**src/rtl/lvd_pkg.sv**
```systemverilog
package lvd_pkg;

  localparam int unsigned ByteW     = 8;
  localparam int unsigned GroupW    = 7;
  localparam int unsigned ValueW    = 64;
  localparam int unsigned WidthW    = 7;
  localparam int unsigned CountW    = 4;
  localparam int unsigned ShiftW    = 6;
  localparam int unsigned MaxBytes  = 10;
  localparam int unsigned OutDataW  = 72;

  localparam logic [WidthW-1:0] MinWidth = WidthW'(1);
  localparam logic [WidthW-1:0] MaxWidth = WidthW'(64);

  localparam logic StatusOk  = 1'b0;
  localparam logic StatusErr = 1'b1;

  typedef struct packed {
    logic [ByteW-1:0]  byte_in;
    logic              is_signed;
    logic [WidthW-1:0] width_bits;
  } in_beat_t;

  typedef struct packed {
    logic [ValueW-1:0] value;
    logic              status;
    logic [CountW-1:0] byte_count;
  } result_t;

endpackage

```
**src/rtl/lvd_in_stage.sv**
```systemverilog
module lvd_in_stage
  import lvd_pkg::*;
(
  input  logic     clk_i,
  input  logic     rst_ni,
  input  logic     s_valid_i,
  output logic     s_ready_o,
  input  in_beat_t s_beat_i,
  input  logic     take_i,
  output logic     valid_o,
  output in_beat_t beat_o
);

  logic     valid_q, valid_d;
  in_beat_t beat_q;

  assign s_ready_o = !valid_q || take_i;

  always_comb begin
    valid_d = valid_q;
    if (s_valid_i && s_ready_o) begin
      valid_d = 1'b1;
    end else if (take_i) begin
      valid_d = 1'b0;
    end
  end

  always_ff @(posedge clk_i or negedge rst_ni) begin
    if (!rst_ni) begin
      valid_q <= 1'b0;
    end else begin
      valid_q <= valid_d;
    end
  end

  always_ff @(posedge clk_i) begin
    if (s_valid_i && s_ready_o) begin
      beat_q <= s_beat_i;
    end
  end

  assign valid_o = valid_q;
  assign beat_o  = beat_q;

endmodule

```
**src/rtl/lvd_decode.sv**
```systemverilog
module lvd_decode
  import lvd_pkg::*;
(
  input  logic     clk_i,
  input  logic     rst_ni,
  input  logic     fire_i,
  input  in_beat_t beat_i,
  output logic     res_valid_o,
  output result_t  res_o
);

  logic [ValueW-1:0] acc_q, acc_d;
  logic [WidthW-1:0] left_q, left_d;
  logic [ShiftW-1:0] shift_q, shift_d;
  logic              sm_q, sm_d;
  logic              in_num_q, in_num_d;
  logic [CountW-1:0] cnt_q, cnt_d;

  logic [ValueW-1:0] acc_c;
  logic [WidthW-1:0] left_c, width_c, lm1;
  logic [ShiftW-1:0] shift_c;
  logic              sm_c;
  logic [CountW-1:0] cnt_c;
  logic [GroupW-1:0] grp;
  logic [ByteW-1:0]  lim, half, thr;
  logic [ValueW-1:0] g64;
  logic              ok;

  always_comb begin
    width_c = beat_i.width_bits;
    if (width_c < MinWidth) begin
      width_c = MinWidth;
    end else if (width_c > MaxWidth) begin
      width_c = MaxWidth;
    end
    if (!in_num_q) begin
      acc_c   = '0;
      left_c  = width_c;
      shift_c = '0;
      sm_c    = beat_i.is_signed;
      cnt_c   = '0;
    end else begin
      acc_c   = acc_q;
      left_c  = left_q;
      shift_c = shift_q;
      sm_c    = sm_q;
      cnt_c   = cnt_q;
    end
    cnt_c = cnt_c + CountW'(1);
    grp   = beat_i.byte_in[GroupW-1:0];
    lm1   = left_c - WidthW'(1);
    lim   = ByteW'(1) << left_c[2:0];
    half  = ByteW'(1) << lm1[2:0];
    thr   = ByteW'(128) - half;

    if (!sm_c) begin
      ok  = (left_c >= WidthW'(GroupW)) || ({1'b0, grp} < lim);
      g64 = ValueW'(grp);
    end else if (!grp[GroupW-1]) begin
      ok  = (left_c >= WidthW'(GroupW)) || ({1'b0, grp} < half);
      g64 = ValueW'(grp);
    end else begin
      ok  = (left_c >= WidthW'(GroupW + 1)) || ({1'b0, grp} >= thr);
      g64 = {{(ValueW-GroupW){1'b1}}, grp};
    end

    acc_d    = acc_c;
    left_d   = left_c;
    shift_d  = shift_c;
    sm_d     = sm_c;
    cnt_d    = cnt_c;
    in_num_d = 1'b0;
    res_valid_o      = 1'b1;
    res_o.value      = '0;
    res_o.status     = StatusErr;
    res_o.byte_count = cnt_c;

    if (beat_i.byte_in[ByteW-1]) begin
      if (left_c > WidthW'(GroupW)) begin
        acc_d       = acc_c | (ValueW'(grp) << shift_c);
        left_d      = left_c - WidthW'(GroupW);
        shift_d     = shift_c + ShiftW'(GroupW);
        in_num_d    = 1'b1;
        res_valid_o = 1'b0;
      end
    end else if (ok) begin
      res_o.value  = acc_c | (g64 << shift_c);
      res_o.status = StatusOk;
    end
  end

  always_ff @(posedge clk_i or negedge rst_ni) begin
    if (!rst_ni) begin
      acc_q    <= '0;
      left_q   <= '0;
      shift_q  <= '0;
      sm_q     <= 1'b0;
      in_num_q <= 1'b0;
      cnt_q    <= '0;
    end else if (fire_i) begin
      acc_q    <= acc_d;
      left_q   <= left_d;
      shift_q  <= shift_d;
      sm_q     <= sm_d;
      in_num_q <= in_num_d;
      cnt_q    <= cnt_d;
    end
  end

endmodule

```
**src/rtl/lvd_out_stage.sv**
```systemverilog
module lvd_out_stage
  import lvd_pkg::*;
(
  input  logic    clk_i,
  input  logic    rst_ni,
  input  logic    load_i,
  input  result_t res_i,
  output logic    ready_o,
  output logic    m_valid_o,
  input  logic    m_ready_i,
  output result_t m_res_o
);

  logic    valid_q, valid_d;
  result_t res_q;

  assign ready_o = !valid_q || m_ready_i;

  always_comb begin
    valid_d = valid_q;
    if (load_i) begin
      valid_d = 1'b1;
    end else if (m_ready_i) begin
      valid_d = 1'b0;
    end
  end

  always_ff @(posedge clk_i or negedge rst_ni) begin
    if (!rst_ni) begin
      valid_q <= 1'b0;
    end else begin
      valid_q <= valid_d;
    end
  end

  always_ff @(posedge clk_i) begin
    if (load_i) begin
      res_q <= res_i;
    end
  end

  assign m_valid_o = valid_q;
  assign m_res_o   = res_q;

endmodule

```
**src/rtl/leb128_varint_decoder_top.sv**
```systemverilog
// The final input beat of a number is registered in the input stage, then decoded into the output stage.
// Throughput: one input beat per cycle while the output is not stalled, set by the accumulator.
// A result beat that waits on m_axis_tready_i holds every input beat, also continuation beats.
// A byte that ends no number and raises no error gives no result beat.
// Reset (rst_ni low, asynchronous) empties both stages and awaits a first byte.
module leb128_varint_decoder_top
  import lvd_pkg::*;
(
  input  logic                clk_i,
  input  logic                rst_ni,
  input  logic                s_axis_tvalid_i,
  output logic                s_axis_tready_o,
  input  logic [ByteW-1:0]    s_axis_tdata_i,  // byte_in
  input  logic [ByteW-1:0]    s_axis_tuser_i,  // is_signed, width_bits
  output logic                m_axis_tvalid_o,
  input  logic                m_axis_tready_i,
  output logic [OutDataW-1:0] m_axis_tdata_o,  // value, byte_count, zero fill
  output logic                m_axis_tuser_o   // status
);

  in_beat_t s_beat, beat;
  result_t  res, m_res;
  logic     in_valid, out_ready, fire, res_valid;

  assign s_beat.byte_in    = s_axis_tdata_i;
  assign s_beat.is_signed  = s_axis_tuser_i[0];
  assign s_beat.width_bits = s_axis_tuser_i[WidthW:1];

  assign fire = in_valid && out_ready;

  lvd_in_stage u_in (
    .clk_i     (clk_i),
    .rst_ni    (rst_ni),
    .s_valid_i (s_axis_tvalid_i),
    .s_ready_o (s_axis_tready_o),
    .s_beat_i  (s_beat),
    .take_i    (fire),
    .valid_o   (in_valid),
    .beat_o    (beat)
  );

  lvd_decode u_dec (
    .clk_i       (clk_i),
    .rst_ni      (rst_ni),
    .fire_i      (fire),
    .beat_i      (beat),
    .res_valid_o (res_valid),
    .res_o       (res)
  );

  lvd_out_stage u_out (
    .clk_i     (clk_i),
    .rst_ni    (rst_ni),
    .load_i    (fire && res_valid),
    .res_i     (res),
    .ready_o   (out_ready),
    .m_valid_o (m_axis_tvalid_o),
    .m_ready_i (m_axis_tready_i),
    .m_res_o   (m_res)
  );

  assign m_axis_tdata_o = {{(OutDataW-ValueW-CountW){1'b0}}, m_res.byte_count, m_res.value};
  assign m_axis_tuser_o = m_res.status;

endmodule

```
**config.mk**
```make
export PLATFORM = sky130hd
export DESIGN_NAME = leb128_varint_decoder_top
export DESIGN_NICKNAME = d
export VERILOG_FILES = /design/src/rtl/lvd_pkg.sv /design/src/rtl/lvd_in_stage.sv /design/src/rtl/lvd_decode.sv /design/src/rtl/lvd_out_stage.sv /design/src/rtl/leb128_varint_decoder_top.sv
export SDC_FILE = /design/constraint.sdc
export NUM_CORES = 1
export LEC_CHECK = 0
export ABC_AREA = 0
export BUFFER_PORTS_ARGS = -buffer_cell sky130_fd_sc_hd__buf_2
export CAP_MARGIN = 20
export CORE_UTILIZATION = 50
export DETAILED_ROUTE_END_ITERATION = 10
export PLACE_DENSITY = 0.68
export RECOVER_POWER = 100
export SYNTH_ARGS = -nofsm -noshare
export SYNTH_HDL_FRONTEND = slang
export SYNTH_SLANG_ARGS = --single-unit
```
**constraint.sdc**
```tcl
create_clock -name clk_i -period 17.9 [get_ports clk_i]
set_clock_uncertainty 0.15 [all_clocks]
set_input_delay 1.79 -clock clk_i [delete_from_list [all_inputs] [get_ports clk_i]]
set_output_delay 1.79 -clock clk_i [all_outputs]
set_load 0.05 [all_outputs]
```
==> impl_metrics.yaml <==
yosys:
  syn_area_per_cell_um2: 9.745
  synth_flop_cell: "edfxtp_1"
  synthArstFlopShare: 0.5000
  ys_warn_count: 0
  synth_cell_types: 79
  synth_seq_cells: 170
  ys_seq_area_frac: 0.4807
  synth_top_area_frac: 0.2622
  synth_commonest_cells: "nand2_1, dfrtp_1, edfxtp_1"
  yosysTopAreaCell: "edfxtp_1"
  synth-edff-count: 85
  synthMostInstantiatedCell: "nand2_1"
  netlist_area_um2: 9736
  syn_inst: 999
  synthTopCellsByArea: "edfxtp_1, dfrtp_1, nand2_1"
detailed_routing:
  dr.pass1.iters: 6
  wirelength_mm: 28.33
  post-route-drc-count: 0
  wl_met3_mm: 2.612
  drt-met1-wl_mm: 12.05
  wl_met2_mm: 12.59
  drt_iter0_drc: 1390
  antenna_left: 0
  avgRoutedWirePerCell_um: 21.53
  viasPerCell: 6.359
  top_layer: "met4"
  vias: 8369
clocking:
  cts_resized: 0
  cts_buffers: 17
  hold_buffers: 0
  cts_sinks: 170
  clkTransAtPathRegs_ns: 0.07
  cts_tree: "done"
  post_cts_buffers: 0
  cts_root_buffer: "clkbuf_16"
  insertion_delay_ns: 0.43
  clockBufferDepth: 2
  htree_levels: 4
run_status:
  outcome: "finished with violations"
  violations: "max-capacitance violations, max-slew violations"
die:
  io_pins: 95
  rows: 50
  start_util: 0.5153
  coreArea_um2: 18890
  dieArea_um2: 20030
  die_h_um: 141.5
  fp.dieW_um: 141.5
timing:
  slew_violations: 383
  finalHoldViolations: 0
  max_freq_mhz: 99.69
  setup_ws_ns: 7.869
  finalCriticalPeriod_ns: 10.03
  fin_crit_sh: 0.5604
  rsz0062_at_grt: "false"
  relSlewSlack: -1.735
  timing.setup.tns_ns: 0
  holdWs_ns: 0.3279
  tightest_slew_ns: 4.103
  setup_viol: 0
cells_and_area:
  postLayoutCoreUtil: 0.5666
  multiInputGateArea_um2: 4613
  area_delta_synth_final_pct: 9.947
  seqCellArea_um2: 4679
  layout-drive-gt1-share: 0.07860
  insertedDiodeCount: 0
  fin_area_um2: 10700
  fill_cells: 1783
  final_cells: 1316
  nets: 1096
setup_path:
  critPathKind: "reg -> reg"
  end_kind: "flip-flop"
  rr_worst_depth: 20
  cp_slowest_cell: "clkbuf_1"
  cpMostUsedCell: "ha_1"
  r2r_start: "u_dec.in_num_q$_DFFE_PN0P_"
  crit_family: "buffers and inverters"
  slowest_delay_ns: 2.93
  critical_path_arrival_ns: 10.14
  cp_cell_sequence: "clkbuf_1 > o21ai_0 > or2_2 > inv_1 > ha_1 > ha_1 > nor2b_1 > inv_1 > ha_1 > nand2_1 > o311ai_0 > o31ai_1 > ha_1 > nand4_1 > and3_1 > o21ai_0 > a211o_1 > clkbuf_1 > nand2_1 > nor3_1"
  crit_path_start_kind: "flip-flop"
  ff2ff_setup_slack_ns: 7.87
  crit_buf_inv: 4
  cp_max_fo: 95
  cp.required_ns: 18.01
  worstReg2RegEnd: "u_out.m_res_o[53]$_SDFFCE_PP0P_"
global_route:
  grt_use_total: 0.2908
  grt.overflow.total: 0
  grt_max_degree: 96
  grt_pass1_wl_mm: 44.31
  grt_pass1_vias: 7775
  antenna_found_initial: 0
min_path:
  worstHoldEndpoint: "u_dec.acc_q[6]$_DFFE_PN0P_"
  whs_path_depth: 2
  hold_path_class: "reg -> reg"
  hp-start: "u_dec.acc_q[6]$_DFFE_PN0P_"
pwr:
  clkPwrFrac: 0.215
  ir_drop_uv: 86.83
  internal_power_mw: 0.8920
  finalPower_mw: 1.645
  p_leak_nw: 4.073
  seqPwrFrac: 0.341
  pwr-share-comb: 0.444
  switchingPower_mw: 0.7529
  power_density_nw_per_um2: 153.7
  netSwitchingFraction: 0.4577
place:
  placed_area_um2: 10260
  dp.cells: 1284
  io_buffers: 90
  place_ws_ns: 12.12
  dp_hpwl_mm: 18.79
  routabilityCongestion: 0.9763
flow_run:
  drv_cap: 7
==> worst max-delay path by stage <==
stage / slack (ns) / endpoint / cells after the start / start
after floorplan: 11.88 / u_out.m_res_o[0]$_DFFE_PP_ / 13 / u_dec.in_num_q$_DFFE_PN0P_
after global placement: 12.32 / u_out.m_res_o[53]$_SDFFCE_PP0P_ / 21 / u_dec.in_num_q$_DFFE_PN0P_
after detailed placement: 12.12 / u_out.m_res_o[53]$_SDFFCE_PP0P_ / 21 / u_dec.in_num_q$_DFFE_PN0P_
after CTS: 12.10 / u_out.m_res_o[53]$_SDFFCE_PP0P_ / 21 / u_dec.in_num_q$_DFFE_PN0P_
after global routing: 7.02 / u_out.m_res_o[53]$_SDFFCE_PP0P_ / 20 / u_dec.in_num_q$_DFFE_PN0P_
final: 7.87 / u_out.m_res_o[53]$_SDFFCE_PP0P_ / 20 / u_dec.in_num_q$_DFFE_PN0P_
==> worst min-delay path, cell delays in order (launching register included) <==
cell,delay (ns)
dfrtp_1,0.34
nand2_1,0.05
o21ai_0,0.06
==> layout by cell type, fill, tap and decap left out, drive strengths merged, types with 8 or more instances in the layout <==
master,instances
a21oi,45
a221oi,13
a22oi,11
a31oi,14
a32o,35
and2,11
buf,28
clkbuf,96
dfrtp,85
edfxtp,85
ha,33
inv,22
mux2i,8
nand2,139
nand2b,16
nand3,29
nand4,12
nor2,81
nor2b,9
nor3,21
nor3b,30
o211ai,12
o21ai,76
o311ai,8
o31ai,10
xnor2,9
==> layer usage <==
layer | GRT usage | up-vias
met1 | 0.4066 | 3992
li1 | - | 3822
met3 | 0.05872 | 84
met2 | 0.4356 | 471
met5 | 0 | -
met4 | 0.1330 | 0
==> power by group through the flow <==
stage                     logic, mW  registers [mW]  clock network (mW)
after CTS                     0.731           0.556               0.360
after floorplan               0.449           0.665                   0
after global routing          0.789           0.569               0.372
after detailed placement      0.728           0.563                   0
final                         0.730           0.561               0.354
after global placement        0.722           0.563                   0
==> logic make-up (layout without fill, tap and decap cells) <==
| group | after synthesis | count (layout) | share of synthesized area |
|---|---|---|---|
| simple gates | 378 | 378 | 0.1896 |
| compound gates | 288 | 288 | 0.2092 |
| flops | 170 | 170 | 0.4807 |
| buf+inv | 101 | 155 | 0.04909 |
| fa+ha+maj | 33 | 33 | 0.04241 |
| xor+xnor | 15 | 15 | 0.01349 |
| mux | 13 | 13 | 0.01516 |
| other cells | 1 | 4 | 0.0003852 |
==> registers in the layout (all words and copies together), names as in the netlist <==
signal and cells:
u_dec.shift_q 6, u_in.valid_o 1, u_out.m_valid_o 1, u_dec.left_q 7, u_out.m_res_o 69, u_dec.sm_q 1, u_dec.cnt_q 4, u_in.beat_o 16
u_dec.acc_q 64, u_dec.in_num_q 1
==> final cells by class <==
cell class,count,share of cell area
Sequential cell,170,0.4372
Multi-Input combinational cell,731,0.4310
Clock buffer,19,0.04243
Timing Repair Buffer,105,0.04243
Tap cell,260,0.03039
Clock inverter,13,0.01029
Inverter,18,0.006312
(Power assumes the default switching activity.)
